===== src/sv/iba_pkg.sv =====
// Shared types and constants for the batch admission block.
// No dependencies; imported by every module of the block but iba_fifo.
package iba_pkg;

	localparam int unsigned QDEPTH = 4;

	localparam logic [3:0] OC_SCHEDULED   = 4'd0;
	localparam logic [3:0] OC_LIMIT       = 4'd1;
	localparam logic [3:0] OC_IGNORED     = 4'd2;
	localparam logic [3:0] OC_RANGE       = 4'd3;
	localparam logic [3:0] OC_ORDER       = 4'd4;
	localparam logic [3:0] OC_NOT_READY   = 4'd5;
	localparam logic [3:0] OC_MODEL       = 4'd6;
	localparam logic [3:0] OC_PREFILL_OUT = 4'd7;
	localparam logic [3:0] OC_DECODE_NONE = 4'd8;
	localparam logic [3:0] OC_POS_OVF     = 4'd9;
	localparam logic [3:0] OC_TOKEN_OVF   = 4'd10;

	localparam logic [1:0] ST_PREFILL = 2'd0;
	localparam logic [1:0] ST_DECODE  = 2'd1;

	localparam logic [1:0] PH_RUNNING = 2'd0;
	localparam logic [1:0] PH_STOPPED = 2'd1;
	localparam logic [1:0] PH_FAILED  = 2'd2;
	localparam logic [1:0] PH_CLOSED  = 2'd3;

	localparam logic [1:0] REG_REQUEST_COUNT = 2'd0;
	localparam logic [1:0] REG_MAX_SEQUENCES = 2'd1;
	localparam logic [1:0] REG_MAX_TOKENS    = 2'd2;
	localparam logic [1:0] REG_PLAN_MODEL    = 2'd3;

	// classified request, front to back
	typedef struct packed {
		logic        first;
		logic        last;
		logic        range_err;
		logic [3:0]  check_code;
		logic        is_decode;
		logic [31:0] cost;
		logic [31:0] input_begin;
		logic [31:0] input_end;
		logic [31:0] out_position;
		logic [31:0] index;
		logic [31:0] request_id;
		logic [31:0] sequence_id;
		logic [31:0] epoch;
		logic [31:0] reservation_id;
	} item_t;

	// result word, back to output queue
	typedef struct packed {
		logic [3:0]  outcome;
		logic        is_decode;
		logic [31:0] input_begin;
		logic [31:0] input_end;
		logic [31:0] out_position;
		logic [31:0] out_request;
		logic [31:0] out_sequence;
		logic [31:0] out_epoch;
		logic [31:0] out_reservation;
		logic [6:0]  sequence_total;
		logic [31:0] token_total;
		logic        plan_done;
	} result_t;

endpackage


===== src/sv/iba_fifo.sv =====
// Small register queue with count-based full and empty flags.
// Generic; no package dependency.
module iba_fifo #(
	parameter int unsigned WIDTH = 8,
	parameter int unsigned DEPTH = 4
) (
	input  logic             clk,
	input  logic             arst_n,
	input  logic             push,
	input  logic [WIDTH-1:0] wr_data,
	output logic             full,
	input  logic             pop,
	output logic [WIDTH-1:0] rd_data,
	output logic             empty
);
	localparam int unsigned PW = (DEPTH > 1) ? $clog2(DEPTH) : 1;
	localparam int unsigned CW = $clog2(DEPTH + 1);

	logic [WIDTH-1:0] mem_q [DEPTH];
	logic [PW-1:0]    wr_ptr_q;
	logic [PW-1:0]    rd_ptr_q;
	logic [CW-1:0]    count_q;
	logic             do_push;
	logic             do_pop;

	assign full    = (count_q == CW'(DEPTH));
	assign empty   = (count_q == '0);
	assign do_push = push && !full;
	assign do_pop  = pop && !empty;
	assign rd_data = mem_q[rd_ptr_q];

	always_ff @(posedge clk) begin
		if (do_push) begin
			mem_q[wr_ptr_q] <= wr_data;
		end
	end

	always_ff @(posedge clk or negedge arst_n) begin
		if (!arst_n) begin
			wr_ptr_q <= '0;
			rd_ptr_q <= '0;
			count_q  <= '0;
		end else begin
			if (do_push) begin
				wr_ptr_q <= (wr_ptr_q == PW'(DEPTH - 1)) ? '0 : wr_ptr_q + 1'b1;
			end
			if (do_pop) begin
				rd_ptr_q <= (rd_ptr_q == PW'(DEPTH - 1)) ? '0 : rd_ptr_q + 1'b1;
			end
			if (do_push && !do_pop) begin
				count_q <= count_q + 1'b1;
			end else if (do_pop && !do_push) begin
				count_q <= count_q - 1'b1;
			end
		end
	end

endmodule


===== src/sv/iba_front.sv =====
// Front end: per-request checks that need no plan state, and work ranges.
// Depends on iba_pkg.
module iba_front (
	input  logic               first,
	input  logic [31:0]        request_index,
	input  logic [1:0]         request_state,
	input  logic               has_reservation,
	input  logic [15:0]        model_id,
	input  logic [31:0]        prompt_len,
	input  logic [31:0]        committed_outputs,
	input  logic [31:0]        request_id,
	input  logic [31:0]        sequence_id,
	input  logic [31:0]        epoch,
	input  logic [31:0]        reservation_id,
	input  logic               last,
	input  logic [31:0]        request_count,
	input  logic [15:0]        plan_model,
	output iba_pkg::item_t     item
);
	import iba_pkg::*;

	logic [32:0] dec_end;
	logic        dec;

	assign dec     = (request_state == ST_DECODE);
	assign dec_end = {1'b0, prompt_len} + {1'b0, committed_outputs};

	always_comb begin
		item                 = '0;
		item.first           = first;
		item.last            = last;
		item.range_err       = (request_index >= request_count);
		item.index           = request_index;
		item.request_id      = request_id;
		item.sequence_id     = sequence_id;
		item.epoch           = epoch;
		item.reservation_id  = reservation_id;
		item.is_decode       = dec;
		if (dec) begin
			item.cost         = 32'd1;
			item.input_end    = dec_end[31:0];
			item.input_begin  = dec_end[31:0] - 32'd1;
			item.out_position = committed_outputs;
		end else begin
			item.cost         = prompt_len;
			item.input_end    = prompt_len;
			item.input_begin  = '0;
			item.out_position = '0;
		end
		if ((request_state != ST_PREFILL && !dec) || !has_reservation) begin
			item.check_code = OC_NOT_READY;
		end else if (model_id != plan_model) begin
			item.check_code = OC_MODEL;
		end else if (!dec && committed_outputs != '0) begin
			item.check_code = OC_PREFILL_OUT;
		end else if (dec && committed_outputs == '0) begin
			item.check_code = OC_DECODE_NONE;
		end else if (dec && dec_end[32]) begin
			item.check_code = OC_POS_OVF;
		end else begin
			item.check_code = OC_SCHEDULED;
		end
	end

endmodule


===== src/sv/iba_back.sv =====
// Back end: plan state, order check, sequence and token limits, totals.
// Depends on iba_pkg.
module iba_back #(
	parameter int unsigned MAX_ENTRIES = 64
) (
	input  logic               clk,
	input  logic               arst_n,
	input  logic [6:0]         max_sequences,
	input  logic [31:0]        max_tokens,
	input  logic               item_valid,
	input  iba_pkg::item_t     item,
	output logic               item_pop,
	input  logic               res_full,
	output logic               res_push,
	output iba_pkg::result_t   res
);
	import iba_pkg::*;

	logic [31:0] used_q;
	logic [6:0]  count_q;
	logic [31:0] prior_q;
	logic        seen_q;
	logic [1:0]  phase_q;

	logic [31:0] used_c;
	logic [6:0]  count_c;
	logic [31:0] prior_c;
	logic        seen_c;
	logic [1:0]  phase_c;
	logic [31:0] used_n;
	logic [6:0]  count_n;
	logic [31:0] prior_n;
	logic        seen_n;
	logic [1:0]  phase_n;
	logic [6:0]  limit;
	logic [32:0] next_tok;
	logic [3:0]  oc;
	logic        fire;

	assign fire     = item_valid && !res_full;
	assign item_pop = fire;
	assign res_push = fire;

	always_comb begin
		if (32'(MAX_ENTRIES) < 32'(max_sequences)) begin
			limit = 7'(MAX_ENTRIES);
		end else begin
			limit = max_sequences;
		end
	end

	always_comb begin
		if (item.first) begin
			used_c  = '0;
			count_c = '0;
			prior_c = '0;
			seen_c  = 1'b0;
			phase_c = PH_RUNNING;
		end else begin
			used_c  = used_q;
			count_c = count_q;
			prior_c = prior_q;
			seen_c  = seen_q;
			phase_c = phase_q;
		end
		next_tok = {1'b0, used_c} + {1'b0, item.cost};
		used_n   = used_c;
		count_n  = count_c;
		prior_n  = prior_c;
		seen_n   = seen_c;
		phase_n  = phase_c;
		if (phase_c != PH_RUNNING) begin
			oc = OC_IGNORED;
		end else if (item.range_err) begin
			oc      = OC_RANGE;
			phase_n = PH_FAILED;
		end else if (seen_c && item.index <= prior_c) begin
			oc      = OC_ORDER;
			phase_n = PH_FAILED;
		end else begin
			seen_n  = 1'b1;
			prior_n = item.index;
			if (item.check_code != OC_SCHEDULED) begin
				oc      = item.check_code;
				phase_n = PH_FAILED;
			end else if (count_c >= limit) begin
				oc      = OC_LIMIT;
				phase_n = PH_STOPPED;
			end else if (next_tok[32]) begin
				oc      = OC_TOKEN_OVF;
				phase_n = PH_FAILED;
			end else if (next_tok[31:0] > max_tokens) begin
				oc      = OC_LIMIT;
				phase_n = PH_STOPPED;
			end else begin
				oc      = OC_SCHEDULED;
				count_n = count_c + 7'd1;
				used_n  = next_tok[31:0];
			end
		end
		if (item.last) begin
			phase_n = PH_CLOSED;
		end
	end

	always_comb begin
		res                = '0;
		res.outcome        = oc;
		res.sequence_total = count_n;
		res.token_total    = used_n;
		res.plan_done      = item.last;
		if (oc == OC_SCHEDULED) begin
			res.is_decode       = item.is_decode;
			res.input_begin     = item.input_begin;
			res.input_end       = item.input_end;
			res.out_position    = item.out_position;
			res.out_request     = item.request_id;
			res.out_sequence    = item.sequence_id;
			res.out_epoch       = item.epoch;
			res.out_reservation = item.reservation_id;
		end
	end

	always_ff @(posedge clk or negedge arst_n) begin
		if (!arst_n) begin
			used_q  <= '0;
			count_q <= '0;
			prior_q <= '0;
			seen_q  <= 1'b0;
			phase_q <= PH_RUNNING;
		end else if (fire) begin
			used_q  <= used_n;
			count_q <= count_n;
			prior_q <= prior_n;
			seen_q  <= seen_n;
			phase_q <= phase_n;
		end
	end

endmodule


===== src/sv/inference_batch_admission.sv =====
// Inference batch admission: builds one step plan from selected requests, one
// result word per request word. Throughput is one word per clock in both
// directions while neither queue is full and results are popped. A word is
// classified by the front end as it is accepted into a 4-entry queue, then taken
// by the back end (plan state, order, limits and running totals, one 33-bit add
// and compare) into a 4-entry result queue, whose head drives the result ports.
// The back end's plan state update is the feedback loop through its registers
// that bounds the rate. Registers are written through cfg_wen/cfg_index/cfg_data;
// the user must do so only while the block is idle; the block does not enforce it.
// Depends on iba_pkg, iba_fifo, iba_front and iba_back.
module inference_batch_admission #(
	parameter int unsigned MAX_ENTRIES = 64
) (
	input  logic        clk,
	input  logic        arst_n,
	input  logic        cfg_wen,
	input  logic [1:0]  cfg_index,
	input  logic [31:0] cfg_data,
	input  logic        push,
	output logic        full,
	input  logic        first,
	input  logic [31:0] request_index,
	input  logic [1:0]  request_state,
	input  logic        has_reservation,
	input  logic [15:0] model_id,
	input  logic [31:0] prompt_len,
	input  logic [31:0] committed_outputs,
	input  logic [31:0] request_id,
	input  logic [31:0] sequence_id,
	input  logic [31:0] epoch,
	input  logic [31:0] reservation_id,
	input  logic        last,
	output logic        empty,
	input  logic        pop,
	output logic [3:0]  outcome,
	output logic        is_decode,
	output logic [31:0] input_begin,
	output logic [31:0] input_end,
	output logic [31:0] out_position,
	output logic [31:0] out_request,
	output logic [31:0] out_sequence,
	output logic [31:0] out_epoch,
	output logic [31:0] out_reservation,
	output logic [6:0]  sequence_total,
	output logic [31:0] token_total,
	output logic        plan_done
);
	import iba_pkg::*;

	logic [31:0] request_count_q;
	logic [6:0]  max_sequences_q;
	logic [31:0] max_tokens_q;
	logic [15:0] plan_model_q;

	item_t   front_item;
	item_t   mid_item;
	logic    mid_empty;
	logic    mid_pop;
	logic    res_full;
	logic    res_push;
	result_t back_res;
	result_t out_res;

	always_ff @(posedge clk or negedge arst_n) begin
		if (!arst_n) begin
			request_count_q <= '0;
			max_sequences_q <= 7'd64;
			max_tokens_q    <= 32'd4096;
			plan_model_q    <= '0;
		end else if (cfg_wen) begin
			case (cfg_index)
				REG_REQUEST_COUNT: request_count_q <= cfg_data;
				REG_MAX_SEQUENCES: max_sequences_q <= cfg_data[6:0];
				REG_MAX_TOKENS:    max_tokens_q    <= cfg_data;
				REG_PLAN_MODEL:    plan_model_q    <= cfg_data[15:0];
				default: begin
				end
			endcase
		end
	end

	iba_front u_front (
		.first             (first),
		.request_index     (request_index),
		.request_state     (request_state),
		.has_reservation   (has_reservation),
		.model_id          (model_id),
		.prompt_len        (prompt_len),
		.committed_outputs (committed_outputs),
		.request_id        (request_id),
		.sequence_id       (sequence_id),
		.epoch             (epoch),
		.reservation_id    (reservation_id),
		.last              (last),
		.request_count     (request_count_q),
		.plan_model        (plan_model_q),
		.item              (front_item)
	);

	iba_fifo #(
		.WIDTH ($bits(item_t)),
		.DEPTH (QDEPTH)
	) u_mid_q (
		.clk     (clk),
		.arst_n  (arst_n),
		.push    (push),
		.wr_data (front_item),
		.full    (full),
		.pop     (mid_pop),
		.rd_data (mid_item),
		.empty   (mid_empty)
	);

	iba_back #(
		.MAX_ENTRIES (MAX_ENTRIES)
	) u_back (
		.clk           (clk),
		.arst_n        (arst_n),
		.max_sequences (max_sequences_q),
		.max_tokens    (max_tokens_q),
		.item_valid    (!mid_empty),
		.item          (mid_item),
		.item_pop      (mid_pop),
		.res_full      (res_full),
		.res_push      (res_push),
		.res           (back_res)
	);

	iba_fifo #(
		.WIDTH ($bits(result_t)),
		.DEPTH (QDEPTH)
	) u_res_q (
		.clk     (clk),
		.arst_n  (arst_n),
		.push    (res_push),
		.wr_data (back_res),
		.full    (res_full),
		.pop     (pop),
		.rd_data (out_res),
		.empty   (empty)
	);

	assign outcome         = out_res.outcome;
	assign is_decode       = out_res.is_decode;
	assign input_begin     = out_res.input_begin;
	assign input_end       = out_res.input_end;
	assign out_position    = out_res.out_position;
	assign out_request     = out_res.out_request;
	assign out_sequence    = out_res.out_sequence;
	assign out_epoch       = out_res.out_epoch;
	assign out_reservation = out_res.out_reservation;
	assign sequence_total  = out_res.sequence_total;
	assign token_total     = out_res.token_total;
	assign plan_done       = out_res.plan_done;

endmodule


===== config.mk =====
export PLATFORM = sky130hd
export DESIGN_NAME = inference_batch_admission
export DESIGN_NICKNAME = d
export VERILOG_FILES = /design/src/sv/iba_pkg.sv /design/src/sv/iba_fifo.sv /design/src/sv/iba_front.sv /design/src/sv/iba_back.sv /design/src/sv/inference_batch_admission.sv
export SDC_FILE = /design/constraint.sdc
export NUM_CORES = 2
export LEC_CHECK = 0
export BUFFER_PORTS_ARGS = -buffer_cell sky130_fd_sc_hd__buf_2
export CAP_MARGIN = 20
export CORE_UTILIZATION = 60
export DETAILED_ROUTE_END_ITERATION = 12
export PLACE_DENSITY = 0.79
export SLEW_MARGIN = 30
export SYNTH_ARGS = -nofsm -noshare
export SYNTH_HDL_FRONTEND = slang
export SYNTH_SLANG_ARGS = --single-unit

===== constraint.sdc =====
create_clock -name clk -period 19.3 [get_ports clk]
set_clock_uncertainty 0.05 [all_clocks]
set_input_delay 3.86 -clock clk [delete_from_list [all_inputs] [get_ports clk]]
set_output_delay 3.86 -clock clk [all_outputs]
set_load 0.02 [all_outputs]

==> flow_summary.ini <==
[worst_setup_path]
r2r_slack_ps = 10530
cp-startpoint = u_mid_q.rd_ptr_q[0]$_DFFE_PN0P_
path_max_fanout = 78
path_class = flip-flop to flip-flop
cp.required_ps = 19790
cp.arrival_ps = 9260
critPathLaunchType = flip-flop
cp-end-kind = flip-flop
timing.rr.start = u_mid_q.rd_ptr_q[0]$_DFFE_PN0P_

[yosys]
synthDistinctLibCells = 93
ys.flop_type = edfxtp_1
avgSynthCellArea_um2 = 19.8
synth_edf_count = 2260
synth.cell_area_mm2 = 0.0982
ys_warn_count = 0
synth_async_sr_flop_share_pct = 7.19
syn-instance-count = 4955
yosysSeqAreaShare_pct = 73.5
synth-seq-cells = 2435
synth_nets = 5424

[timing]
report.final.slew_viol_count = 0
holdWs_ps = 447
tns_ps = 0
finalSetupViolCount = 0
tightest_slew_ps = 1150
min_period_ps = 8770
rsz0062_at_grt = false
period_share_pct = 45.4
slew_headroom_pct = 23.1
finalWorstSetupSlack_ps = 10530
fmax_ghz = 0.114
hold_viol = 0

[clock_tree]
post_cts_buffers = 0
clockBufferDepth = 3
clock_sinks = 2435
h-tree-depth = 4
cts_buffers = 230
cts_tree = done
clockRootBuffer = clkbuf_16
clk_pin_slew_ps = 60
cts_hold_buf = 0
insertion_delay_ps = 870
cts_resized = 0

[detailed_routing]
vias = 49908
wl_per_cell_um = 28.1
drtPass1Iterations = 5
wl_um = 225000
vias_per_cell = 6.24
antenna_left = 0
drcViolationCount = 0
drtIter0Drc = 4686

[run_status]
status = complete, no violations

[placed_design]
dp_slack_ps = 10590
dp_hpwl_um = 138000
portBuffers = 554
gp_congestion = 0.888

[floorplanning]
start_util_pct = 60.4
ioPinCount = 555
dieArea_mm2 = 0.165
core-area_mm2 = 0.163
placementRows = 148
die_x_um = 407
fp.dieH_um = 407

[global_routing]
gr-total-overflow = 0
grt_max_degree = 136
antenna_found_initial = 53
grt_pass1_vias = 50598
track_usage_pct = 27.2
grt_pass1_wl_um = 326000

[final_layout]
drive_gt1_share_pct = 28.9
area_growth_pct = 13.4
fillers = 10154
num-nets-final = 6065

[worst_hold_path]
hp-class = flip-flop to flip-flop
hold_start = u_back.used_q[27]$_DFFE_PN0P_

[power_and_ir_drop]
pwr_density_cell_mw_per_mm2 = 164
power.static_leakage_nw = 39.2
peakVddDrop_uv = 204

[job]
maxCapViolCount = 0
-- synthesized netlist by cell type, drive strengths merged, types with 29 or more instances --
cell / n / area [um2]
dfrtp: 173 / 4330
a22o: 67 / 587
and2: 339 / 2120
buf: 79 / 349
a21o: 97 / 728
ha: 181 / 2260
clkbuf: 136 / 512
nor2: 74 / 278
mux4: 564 / 12700
xnor2: 64 / 561
mux2: 92 / 1040
xor2: 29 / 254
nand4: 35 / 219
a21oi: 106 / 546
o21ai: 92 / 460
nand2: 150 / 563
inv: 100 / 375
edfxtp: 2260 / 67900
-- per-layer routing --
layer,track usage [%],share of wire [%]
met1,36.0,38
met4,9.72,3.4
met5,0,0.15
met3,6.10,7.9
met2,44.8,50
-- cells in the final DEF (no fill, tap or decap), types with 73 or more instances in the layout --
master and count:
and2_1 331, inv_1 98, o21ai_0 87, nor2_1 73
dfrtp_1 169, a21oi_1 104, buf_2 553, mux2_2 92
edfxtp_1 2260, ha_1 181, a21o_1 97, mux4_2 564
nand2_1 150, clkbuf_16 231
-- logic make-up (layout without fill, tap and decap cells) --
| kind of cell | count (synthesis) | count (layout) | synth area share [%] |
|---|---|---|---|
| flops | 2435 | 2435 | 73.5 |
| simple gates | 768 | 768 | 4.43 |
| mux | 664 | 664 | 14.1 |
| compound gates | 494 | 494 | 3.48 |
| buf+inv | 316 | 1160 | 1.26 |
| fa+ha+maj | 185 | 185 | 2.39 |
| xor+xnor | 93 | 93 | 0.829 |
| other cells | 0 | 26 | 0 |
-- power breakdown --
group / internal, mW / leakage (nW) / switching [mW]
Sequential: 7.47 / 23.3 / 0.459
Combinational: 2.20 / 12.1 / 3.63
Clock: 2.58 / 3.74 / 1.96
Total: 12.2 / 39.2 / 6.04
-- sequential cells by signal, indices dropped and copies added (netlist names), 3 cells and up --
signal	count
max_sequences_q	7
max_tokens_q	32
plan_model_q	16
request_count_q	32
u_back.count_q	7
u_back.prior_q	32
u_back.used_q	32
u_mid_q.count_q	3
u_mid_q.mem_q	1184
u_res_q.count_q	3
u_res_q.mem_q	1076
-- path summary, 6_finish.rpt --
kind / endpoint / depth (start not counted)
setup / recovery: u_res_q.mem_q[1][33]$_DFFE_PP_ / 24
hold / removal: u_back.used_q[27]$_DFFE_PN0P_ / 1
setup reg to reg: u_res_q.mem_q[1][33]$_DFFE_PP_ / 24
hold reg to reg: u_back.used_q[27]$_DFFE_PN0P_ / 1
max in group asynchronous: u_res_q.rd_ptr_q[0]$_DFFE_PN0P_ / 2
min in group asynchronous: plan_model_q[2]$_DFFE_PN0P_ / 1
-- stage by stage --
step	util (%)	area [um2]	std cells	total power, mW
2_1_floorplan	-	98200	4955	12.1
3_3_place_gp	63.7	104000	7535	13.7
3_5_place_dp	63.7	104000	7535	13.8
4_1_cts	68.4	111000	7970	18.4
5_1_grt	68.5	111000	7986	19.0
6_report	68.5	111000	8000	18.3
-- critical path, stage by stage (launching register included) --
cell and delay [ps]:
dfrtp_4 930, mux2_2 290, buf_4 640, and2_1 250, ha_1 210, inv_1 70
fa_1 450, nor2b_1 130, o21a_1 140, o21ai_0 110, a21o_1 200, a21oi_1 390
a31oi_1 350, xnor2_1 350, ha_1 300, nand4_1 90, or2_2 140, o22ai_1 90
o41ai_1 660, a22o_1 380, o2111ai_4 240, nor3_4 230, buf_4 610, buf_4 790
xnor2_1 240
-- area by class of cell --
| type | count | area (um2) | area share (%) |
|---|---|---|---|
| Antenna cell | 26 | 65.1 | 0.0584 |
| Clock buffer | 290 | 6110 | 5.48 |
| Clock inverter | 145 | 1570 | 1.41 |
| Inverter | 101 | 379 | 0.340 |
| Multi-Input combinational cell | 2204 | 24800 | 22.3 |
| Sequential cell | 2435 | 72300 | 64.8 |
| Tap cell | 2175 | 2720 | 2.44 |
| Timing Repair Buffer | 624 | 3510 | 3.15 |
No activity file was read; power rests on OpenSTA's default activity.
